**config.mk**
```make
export PLATFORM = sky130hd
export DESIGN_NAME = delay_timer_bank_unit
export DESIGN_NICKNAME = d
export VERILOG_FILES = /design/src/design/dtb_pkg.sv /design/src/design/delay_timer_bank_unit.sv /design/src/design/dtb_timer_slot.sv
export SDC_FILE = /design/constraint.sdc
export NUM_CORES = 1
export LEC_CHECK = 0
export BUFFER_PORTS_ARGS = -buffer_cell sky130_fd_sc_hd__buf_2
export CORE_AREA = 2 2 215 217
export CTS_CLUSTER_SIZE = 30
export DETAILED_ROUTE_END_ITERATION = 6
export DIE_AREA = 0 0 217 219
export MAX_ROUTING_LAYER = met4
export PLACE_DENSITY_LB_ADDON = 0.15
export SETUP_SLACK_MARGIN = 0.2
export SYNTH_ARGS = -nofsm -noshare
export SYNTH_HDL_FRONTEND = slang
export SYNTH_SLANG_ARGS = --single-unit
```
**constraint.sdc**
```tcl
create_clock -name clock -period 3.5 [get_ports clock]
set_clock_uncertainty 0.05 [all_clocks]
set_input_delay 0.35 -clock clock [delete_from_list [all_inputs] [get_ports clock]]
set_output_delay 0.35 -clock clock [all_outputs]
set_load 0.02 [all_outputs]
```
**src/design/dtb_pkg.sv**
```systemverilog
// Shared constants, operation codes and slot interface types for the delay timer bank.
package dtb_pkg;

   localparam int TIMER_COUNT = 8;
   localparam int OP_W        = 2;
   localparam int INDEX_W     = 3;
   localparam int COUNT_W     = 32;
   localparam int IN_USE_W    = 4;
   localparam int MASK_W      = 8;

   typedef enum logic [OP_W-1:0] {
      OP_TICK  = 2'd0,
      OP_START = 2'd1,
      OP_RESET = 2'd2
   } op_type;

   // command strobes for one timer slot
   typedef struct packed {
      logic               tick;
      logic               start;
      logic               clear;
      logic [COUNT_W-1:0] delay;
   } slot_ctrl_type;

   // slot flags as they stand after the current beat
   typedef struct packed {
      logic armed;
      logic expired;
      logic fire;
      logic taken;
   } slot_status_type;

endpackage

```
**src/design/delay_timer_bank_unit.sv**
```systemverilog
// Top level of the delay timer bank: command decode, timer slots and response register.
//
//   channel | direction | handshake               | payload
//   --------+-----------+-------------------------+-----------------------------------------
//   req     | in        | req_valid / req_ready   | operation, timer_index, delay_ticks
//   rsp     | out       | rsp_valid / rsp_ready   | armed, expired, start_taken, expired_now_mask
//   csr     | in        | csr_valid / csr_ready   | timers_in_use
//
// All timer slots update in parallel on each request beat and the response lands in the
// output register on the accepting edge; one beat per cycle while the receiver keeps up.
// The response register acts as the stage between sides: a new request is taken whenever
// the held response is being taken in the same cycle or the register is empty.
// Synchronous reset clears all timers, the in-use count and the response valid.
// The csr port is always ready; a write above the bank size is saturated to the bank size.
module delay_timer_bank_unit import dtb_pkg::*; (
   input  logic                clock,
   input  logic                reset,

   input  logic                req_valid,
   output logic                req_ready,
   input  logic [OP_W-1:0]     req_operation,
   input  logic [INDEX_W-1:0]  req_timer_index,
   input  logic [COUNT_W-1:0]  req_delay_ticks,

   output logic                rsp_valid,
   input  logic                rsp_ready,
   output logic                rsp_armed,
   output logic                rsp_expired,
   output logic                rsp_start_taken,
   output logic [MASK_W-1:0]   rsp_expired_now_mask,

   input  logic                csr_valid,
   output logic                csr_ready,
   input  logic [IN_USE_W-1:0] csr_timers_in_use
);

   logic [IN_USE_W-1:0] in_use_ff, in_use_in;
   logic                rsp_valid_ff, rsp_valid_in;
   logic                armed_ff, armed_in;
   logic                expired_ff, expired_in;
   logic                taken_ff, taken_in;
   logic [MASK_W-1:0]   mask_ff, mask_in;

   logic                req_accept;
   logic                op_tick, op_start, op_reset;

   slot_ctrl_type       ctrl   [TIMER_COUNT];
   slot_status_type     status [TIMER_COUNT];
   logic [TIMER_COUNT-1:0] armed_vec;
   logic [TIMER_COUNT-1:0] expired_vec;

   // ---------------------------------------------------------------- csr
   assign csr_ready = 1'b1;

   always_comb begin
      in_use_in = in_use_ff;
      if (csr_valid) begin
         // saturate at bank size
         if (32'(csr_timers_in_use) > TIMER_COUNT) begin
            in_use_in = IN_USE_W'(TIMER_COUNT);
         end else begin
            in_use_in = csr_timers_in_use;
         end
      end
   end

   // ---------------------------------------------------------------- decode
   assign req_ready  = !rsp_valid_ff || rsp_ready;
   assign req_accept = req_valid && req_ready;

   always_comb begin
      op_tick  = 1'b0;
      op_start = 1'b0;
      op_reset = 1'b0;
      case (req_operation)
         OP_TICK:  op_tick  = 1'b1;
         OP_START: op_start = 1'b1;
         OP_RESET: op_reset = 1'b1;
         default:  ;  // unused code: report marks only
      endcase
   end

   // ---------------------------------------------------------------- timer slots
   for (genvar i = 0; i < TIMER_COUNT; i++) begin : g_slot
      logic hit;
      assign hit = (32'(req_timer_index) == i);

      // tick services only slots below the in-use limit
      assign ctrl[i].tick  = op_tick && (i < 32'(in_use_ff));
      assign ctrl[i].start = op_start && hit;
      assign ctrl[i].clear = op_reset && hit;
      assign ctrl[i].delay = req_delay_ticks;

      dtb_timer_slot u_slot (
         .clock  (clock),
         .reset  (reset),
         .accept (req_accept),
         .ctrl   (ctrl[i]),
         .status (status[i])
      );

      assign armed_vec[i]   = status[i].armed;
      assign expired_vec[i] = status[i].expired;
   end

   // ---------------------------------------------------------------- result
   always_comb begin
      armed_in   = 1'b0;
      expired_in = 1'b0;
      taken_in   = 1'b0;
      mask_in    = '0;
      for (int i = 0; i < TIMER_COUNT; i++) begin
         // an index outside the bank hits no slot and reads as zero
         if (32'(req_timer_index) == i) begin
            armed_in   = status[i].armed;
            expired_in = status[i].expired;
            taken_in   = status[i].taken;
         end
         if (i < MASK_W) begin
            mask_in[i % MASK_W] = status[i].fire;
         end
      end
   end

   always_comb begin
      rsp_valid_in = rsp_valid_ff;
      if (req_accept) begin
         rsp_valid_in = 1'b1;
      end else if (rsp_ready) begin
         rsp_valid_in = 1'b0;
      end
   end

   always_ff @(posedge clock) begin
      if (reset) begin
         in_use_ff    <= '0;
         rsp_valid_ff <= 1'b0;
      end else begin
         in_use_ff    <= in_use_in;
         rsp_valid_ff <= rsp_valid_in;
      end
   end

   // hold the payload while the response waits
   always_ff @(posedge clock) begin
      if (req_accept) begin
         armed_ff   <= armed_in;
         expired_ff <= expired_in;
         taken_ff   <= taken_in;
         mask_ff    <= mask_in;
      end
   end

   assign rsp_valid            = rsp_valid_ff;
   assign rsp_armed            = armed_ff;
   assign rsp_expired          = expired_ff;
   assign rsp_start_taken      = taken_ff;
   assign rsp_expired_now_mask = mask_ff;

   // ---------------------------------------------------------------- checks
   a_taken_arms: assert property (@(posedge clock) disable iff (reset)
      rsp_valid && rsp_start_taken |-> rsp_armed && !rsp_expired)
      else $error("start taken but timer not armed");

   a_marks_exclusive: assert property (@(posedge clock) disable iff (reset)
      (armed_vec & expired_vec) == '0)
      else $error("timer armed and expired at once");

   a_no_overrun: assert property (@(posedge clock) disable iff (reset)
      rsp_valid && !rsp_ready |-> !req_ready)
      else $error("request taken while response stalled");

   a_in_use_bound: assert property (@(posedge clock) disable iff (reset)
      32'(in_use_ff) <= TIMER_COUNT)
      else $error("in-use count above bank size");

   a_mask_tick_only: assert property (@(posedge clock) disable iff (reset)
      req_accept && !op_tick |=> rsp_expired_now_mask == '0)
      else $error("expiry mask set on a non-tick beat");

endmodule

```
**src/design/dtb_timer_slot.sv**
```systemverilog
// One one-shot timer: count register, armed and expired marks.
module dtb_timer_slot import dtb_pkg::*; (
   input  logic            clock,
   input  logic            reset,
   input  logic            accept,
   input  slot_ctrl_type   ctrl,
   output slot_status_type status
);

   logic [COUNT_W-1:0] count_ff, count_in;
   logic               armed_ff, armed_in;
   logic               expired_ff, expired_in;
   logic               at_zero;
   logic               fire;
   logic               taken;

   assign at_zero = (count_ff == '0);
   assign fire    = ctrl.tick && armed_ff && at_zero;
   assign taken   = ctrl.start && !armed_ff && !expired_ff;

   always_comb begin
      count_in   = count_ff;
      armed_in   = armed_ff;
      expired_in = expired_ff;
      if (ctrl.clear) begin
         count_in   = '0;
         armed_in   = 1'b0;
         expired_in = 1'b0;
      end else if (taken) begin
         count_in = ctrl.delay;
         armed_in = 1'b1;
      end else if (ctrl.tick && armed_ff) begin
         // expiring timer keeps count at zero
         if (at_zero) begin
            armed_in   = 1'b0;
            expired_in = 1'b1;
         end else begin
            count_in = count_ff - COUNT_W'(1);
         end
      end
   end

   always_ff @(posedge clock) begin
      if (reset) begin
         count_ff   <= '0;
         armed_ff   <= 1'b0;
         expired_ff <= 1'b0;
      end else if (accept) begin
         count_ff   <= count_in;
         armed_ff   <= armed_in;
         expired_ff <= expired_in;
      end
   end

   assign status.armed   = armed_in;
   assign status.expired = expired_in;
   assign status.fire    = fire;
   assign status.taken   = taken;

endmodule

```
==> out/results.ini, run 1 <==
[clocking]
post_cts_buffers = 0
cts_root_buffer = clkbuf_16
clk_path_buf_depth = 3
clock_latency_ps = 560
cts_tree = done
cts_htree_levels = 2
numCtsBuffers = 37
clock-sinks = 288
path_clk_slew_ps = 60

[finish]
layout.nets = 2512
drive_gt1_share_pct = 11.0
nFillCells = 4613
area_growth_pct = 12.7
fin_util_pct = 44.7

[global_routing]
overflow = 0
grt_util_all_layers_pct = 30.0
grt_max_degree = 96
grt_pass1_vias = 18132
antenna_found_initial = 4
grt_pass1_wl_um = 108000

[sta]
drv_slew = 0
worstMarginPinSlew_ps = 1010
fin_crit_sh_pct = 88.5
rsz0062_at_grt = no
hold_viol = 0
fmax_ghz = 0.323
period_needed_ps = 3100
hold_slack_ps = 42.7
slew_headroom_pct = 32.5
setup_viol = 0
fin_ws_ps = 404
tns_ps = 0

[logic_synthesis]
seq_area_frac_synth_pct = 32.8
synthCells = 2468
yosys-top-cells-count = a21oi_1, dfxtp_1, nand2_1
async_flop_share_pct = 0
synth-edff-count = 11
synth_top_area_share_pct = 31.0
syn-cell-area_sq_um = 17900
ys_top_cells_by_area = dfxtp_1, a21oi_1, o21ai_0
yosys.cell_types.count = 84
syn_avg_cell_area_sq_um = 7.25
synth_warnings = 0
yosysMostFrequentCell = a21oi_1
synthFlopType = dfxtp_1
syn-num-nets = 2527
synth_seq_cells = 288
yosys.area.top_type = dfxtp_1

[drt]
drc_errors = 0
dr.pass1.iters = 5
first_iter_violations = 1933
drtAntennaViolNets = 0
wire_per_inst_um = 23.0
drt_wl_total_um = 70900
via_per_inst = 6.40
vias = 19745

[power_and_ir_drop]
p_leak_nw = 7.72
powerDensity_nw_per_um2 = 479
ir_drop_v = 0.000318

[die]
die_w_um = 217
core_area_sq_um = 45100
io-pin-count = 60
fp-row-count = 78
die_height_um = 219
die_area_sq_um = 47500
initial_utilization_pct = 39.7

[worst_setup_path]
cp-start-kind = flop
arrival_ps = 3470
crit_chain = or3_1, or4_4, nor4_1, o21ai_1, and2_1, nand3_4, o21ai_0
critPathMaxStageDelay_ps = 590
critical_path.slowest_cell = or4_4
critPathCaptureType = flop
worst-path-buf-inv = 0
worst-setup-path-type = reg2reg
required_ps = 3870
path_delay_family = simple AND/OR/NAND/NOR gates
path_max_fanout = 26

[placed_design]
port_buffers = 58
place_hpwl_um = 44600
gp_congestion = 0.855
post-place-ws_ps = 349

[min_path]
hp-class = in2reg

[run]
cap_violations = 0

[status]
status = finished, final reports clean

==> cells by family after synthesis <==
| group | count (synthesis) | share of synthesized area (%) |
|---|---|---|
| buffers and inverters | 297 | 6.64 |
| AO/OA/AOI/OAI | 884 | 31.4 |
| other | 1 | 0.0210 |
| adder cells (fa/ha/maj) | 13 | 0.909 |
| XOR/XNOR | 24 | 1.17 |
| multiplexers | 4 | 0.224 |
| flip-flops | 288 | 32.8 |
| AND/OR/NAND/NOR | 957 | 26.8 |
==> repair_timing <==
| action | CTS | global route |
|---|---|---|
| setup endpoints to repair | 0 | 13 |
| hold buffers | 1 | 0 |
| hold endpoints to repair | 1 | 0 |
| gates resized for setup | 0 | 2 |
==> area by class of cell <==
cell class	instances	area [sq um]	area share [%]
clock buffers	54	1180	5.83
repair buffers	149	1020	5.06
clock inverters	13	121	0.602
diodes	5	12.5	0.0620
multi-input cells	1883	10900	53.8
flip-flops and latches	288	5880	29.1
well taps	600	751	3.72
inverters	94	354	1.76
==> metal layers <==
layer	vias up	wire, um	part of all wire (%)	global-route usage, %
met5	-	0	0	-
met4	0	3360	4.7	15.0
met3	187	5560	7.8	4.55
met2	874	31200	44	45.5
met1	9478	30800	43	38.8
li1	9206	-	-	-
==> worst register-to-register path, delay by kind of cell (launching register included) <==
kind,cells,cell delay (ps)
simple gates,5,2160
compound gates,2,420
flops,1,350
==> worst paths after layout <==
path                                 start                            end  slack (ps)  cells past startpoint
max reg2reg  g_slot[1].u_slot.count_ff[13]  g_slot[1].u_slot.count_ff[13]         400                      7
max          g_slot[1].u_slot.count_ff[13]  g_slot[1].u_slot.count_ff[13]         400                      7
min reg2reg  g_slot[0].u_slot.count_ff[22]  g_slot[0].u_slot.count_ff[22]         410                      1
min                   csr_timers_in_use[1]                   in_use_ff[1]          40                      3
==> cells in the final DEF (no fill, tap or decap), types with 21 or more instances in the layout <==
cell       Yosys  layout
clkbuf_16      0      42
a32o_1        28      28
nor2_1       201     201
inv_1         93      92
o21ai_0      208     205
o211ai_1      32      32
nand4_1       21      21
a21oi_1      299     298
buf_2         22      57
or2_2         22      22
a211oi_1      25      25
o32ai_1       68      68
o31ai_1       28      28
dfxtp_1      277     277
nor3_1       143     143
buf_4          7      87
or3_1         51      51
nor4_1        69      68
or4_1         26      26
nand2_1      242     242
nand3_1       70      70
==> power by group <==
group          switching (mW)  total [mW]  internal (mW)
combinational            1.34        2.12          0.777
clock                    1.61        4.09           2.48
sequential             0.0763        3.45           3.37
total                    3.03        9.65           6.63
==> stage by stage <==
stage / instance area [sq um] / total power [mW] / instances
after global routing: 20200 / 10.1 / 3084
after detailed placement: 18800 / 5.58 / 3013
after CTS: 20100 / 9.67 / 3081
after floorplan: 17900 / 5.01 / 2468
final: 20200 / 9.65 / 3086
after global placement: 18800 / 5.54 / 3013
==> registers in the layout (all words and copies together) (netlist names) <==
signal                    flops
g_slot.u_slot.armed_ff        8
rsp_expired                   1
in_use_ff                     4
rsp_valid                     1
g_slot.u_slot.expired_ff      8
rsp_expired_now_mask          8
rsp_start_taken               1
rsp_armed                     1
g_slot.u_slot.count_ff      256
Note: power is estimated with default switching activity, not from simulation.
==> run 2: changes to the inputs <==
--- a/config.mk
+++ b/config.mk
@@ -5,11 +5,11 @@
 export SDC_FILE = /design/constraint.sdc
 export NUM_CORES = 1
 export LEC_CHECK = 0
-export BUFFER_PORTS_ARGS = -buffer_cell sky130_fd_sc_hd__buf_2
-export CORE_AREA = 2 2 215 217
+export BUFFER_PORTS_ARGS = -buffer_cell sky130_fd_sc_hd__buf_4
+export CORE_AREA = 2 2 248 189
 export CTS_CLUSTER_SIZE = 30
 export DETAILED_ROUTE_END_ITERATION = 6
-export DIE_AREA = 0 0 217 219
+export DIE_AREA = 0 0 250 191
 export MAX_ROUTING_LAYER = met4
 export PLACE_DENSITY_LB_ADDON = 0.15
 export SETUP_SLACK_MARGIN = 0.2
==> run 2 against run 1 <==
- hold slack got worse by 5.6 ps
- critical endpoint is now rsp_armed
- via count down 0.42%
- sequential power about the same
- global-route usage is 0.62 points lower
- clock-buffer cell count did not move
- power shrank 2.3%
- sequential cell count is the same
- cell count fell by 0.32%
- first-iteration DRC count increased by 10%
==> out/results.ini, run 2 (synthesis gave the netlist of run 1 again) <==
[drt]
vias = 19663
via_per_inst = 6.39
first_iter_violations = 2133
drc_errors = 0
wire_per_inst_um = 22.8
drtAntennaViolNets = 0
dr.pass1.iters = 6
drt_wl_total_um = 70000

[min_path]
hp-class = in2reg
min_to = in_use_ff[1]
holdPathStages = 3
worstHoldStart = csr_timers_in_use[1]

[worst_setup_path]
worstReg2RegEnd = rsp_armed
path_max_fanout = 5
arrival_ps = 3310
r2r_start = g_slot[5].u_slot.count_ff[0]
worst-setup-path-type = reg2reg
critPathCaptureType = flop
reg2regPathDepth = 9
cp-start-kind = flop
required_ps = 3710
r2r_slack_ps = 400

[finish]
final_area_sq_um = 20300
nFillCells = 4585
area_growth_pct = 13.2
instances_no_fill = 3076
fin_util_pct = 44.6
layout_common_cells = a21oi_1, dfxtp_1, nand2_1
final_common_cell = a21oi_1
layout.nets = 2513
largest_reg_flops = 256
top_register = g_slot.u_slot.count_ff
drive_gt1_share_pct = 10.8

[sta]
tns_ps = 0
setup_viol = 0
fin_crit_sh_pct = 88.6
worstMarginPinSlew_ps = 1230
period_needed_ps = 3100
fmax_ghz = 0.323
hold_viol = 0
drv_slew = 0
rsz0062_at_grt = no
slew_headroom_pct = 16.7

[clocking]
clock_latency_ps = 540
clock-sinks = 288
cts_htree_levels = 2
clk_path_buf_depth = 3
cts_tree = done
numCtsBuffers = 34
cts_root_buffer = clkbuf_16
path_clk_slew_ps = 60

[power_and_ir_drop]
swShare_pct = 31.2
power.switching_mw = 2.94
pwr-share-clk_pct = 40.6
powerDensity_nw_per_um2 = 466
pwr-share-seq_pct = 36.5
ir_drop_v = 0.000365
combPwrFrac_pct = 22.9
internal_power_mw = 6.48
p_leak_nw = 7.73

[placed_design]
dp_cells = 3012
gp_congestion = 0.885
port_buffers = 58
place_hpwl_um = 45500
post_dp_cell_area_sq_um = 19000

[global_routing]
grt_pass1_vias = 17784
overflow = 0
grt_util_all_layers_pct = 29.4
antenna_found_initial = 4
grt_pass1_wl_um = 107000
grt_max_degree = 75

[die]
io-pin-count = 60
die_w_um = 250
initial_utilization_pct = 39.4
die_area_sq_um = 47800
core_area_sq_um = 45400
die_height_um = 191
fp-row-count = 68

[status]
status = finished, final reports clean

[run]
cap_violations = 0

## run 2: changes by cell type in the layout (fill, tap and decap cells not counted), moves of 2 or more
cell	delta
buf_12	+3
buf_2	-57
buf_4	+58
clkbuf_1	+2
clkbuf_16	-5
clkbuf_8	+3
clkinv_2	-3
diode_2	-4
## run 2: how the worst max path moves through the flow
stage / slack (ps) / endpoint / from / cells past startpoint
after floorplan: 840 / g_slot[1].u_slot.count_ff[25] / g_slot[1].u_slot.count_ff[13] / 8
after global placement: 280 / g_slot[5].u_slot.count_ff[21] / g_slot[5].u_slot.count_ff[0] / 9
after detailed placement: 240 / g_slot[5].u_slot.count_ff[23] / g_slot[5].u_slot.count_ff[0] / 9
after CTS: 230 / g_slot[5].u_slot.count_ff[21] / g_slot[5].u_slot.count_ff[0] / 9
after global routing: 200 / rsp_armed / g_slot[5].u_slot.count_ff[0] / 9
final: 400 / rsp_armed / g_slot[5].u_slot.count_ff[0] / 9
## run 2: critical path, stage by stage, from the launching register on
cell      delay, ps
dfxtp_1         330
inv_1           100
ha_1            180
or3b_2          510
nor2b_1         270
nand4_1         230
nor3_1          520
o21ai_0         180
a311oi_1        330
o211ai_1        130
## run 2: stage by stage
step / power [mW] / worst slack, ps / hold slack [ps]
floorplan: 5.01 / 836 / 374
global placement: 5.58 / 284 / 386
detailed placement: 5.62 / 241 / 389
CTS: 9.43 / 232 / 24.4
global route: 9.83 / 201 / 39.9
finish: 9.43 / 400 / 37.1
## run 2: layout make-up
type / instances / area, sq um / share of cell area [%]
antenna: 1 / 2.50 / 0.0124
clock buffer: 54 / 1100 / 5.43
clock inverter: 8 / 90.1 / 0.445
inverter: 94 / 354 / 1.75
multi-input combinational: 1883 / 10900 / 53.6
sequential: 288 / 5880 / 29.0
tap: 595 / 744 / 3.68
timing repair buffer: 153 / 1230 / 6.07
## run 2: power by group through the flow
stage | clock [mW] | combinational (mW) | sequential (mW)
after detailed placement | 0 | 2.11 | 3.51
after floorplan | 0 | 1.51 | 3.50
after CTS | 3.87 | 2.12 | 3.44
final | 3.83 | 2.16 | 3.44
after global routing | 3.99 | 2.39 | 3.45
after global placement | 0 | 2.07 | 3.51
## run 2: per-layer routing
layer	vias up	wire [um]	global-route usage, %	share of wire (%)
li1	9218	-	-	-
met1	9454	31900	40.8	46
met2	850	29700	43.9	42
met3	141	6050	4.25	8.6
met4	0	2420	9.26	3.5
met5	-	0	-	0
## run 2: repair_timing
item	CTS	global route
endpoints found under the setup margin	0	31
hold endpoints to repair	1	0
setup buffers	0	0
hold buffers	1	0
resized for setup	0	2
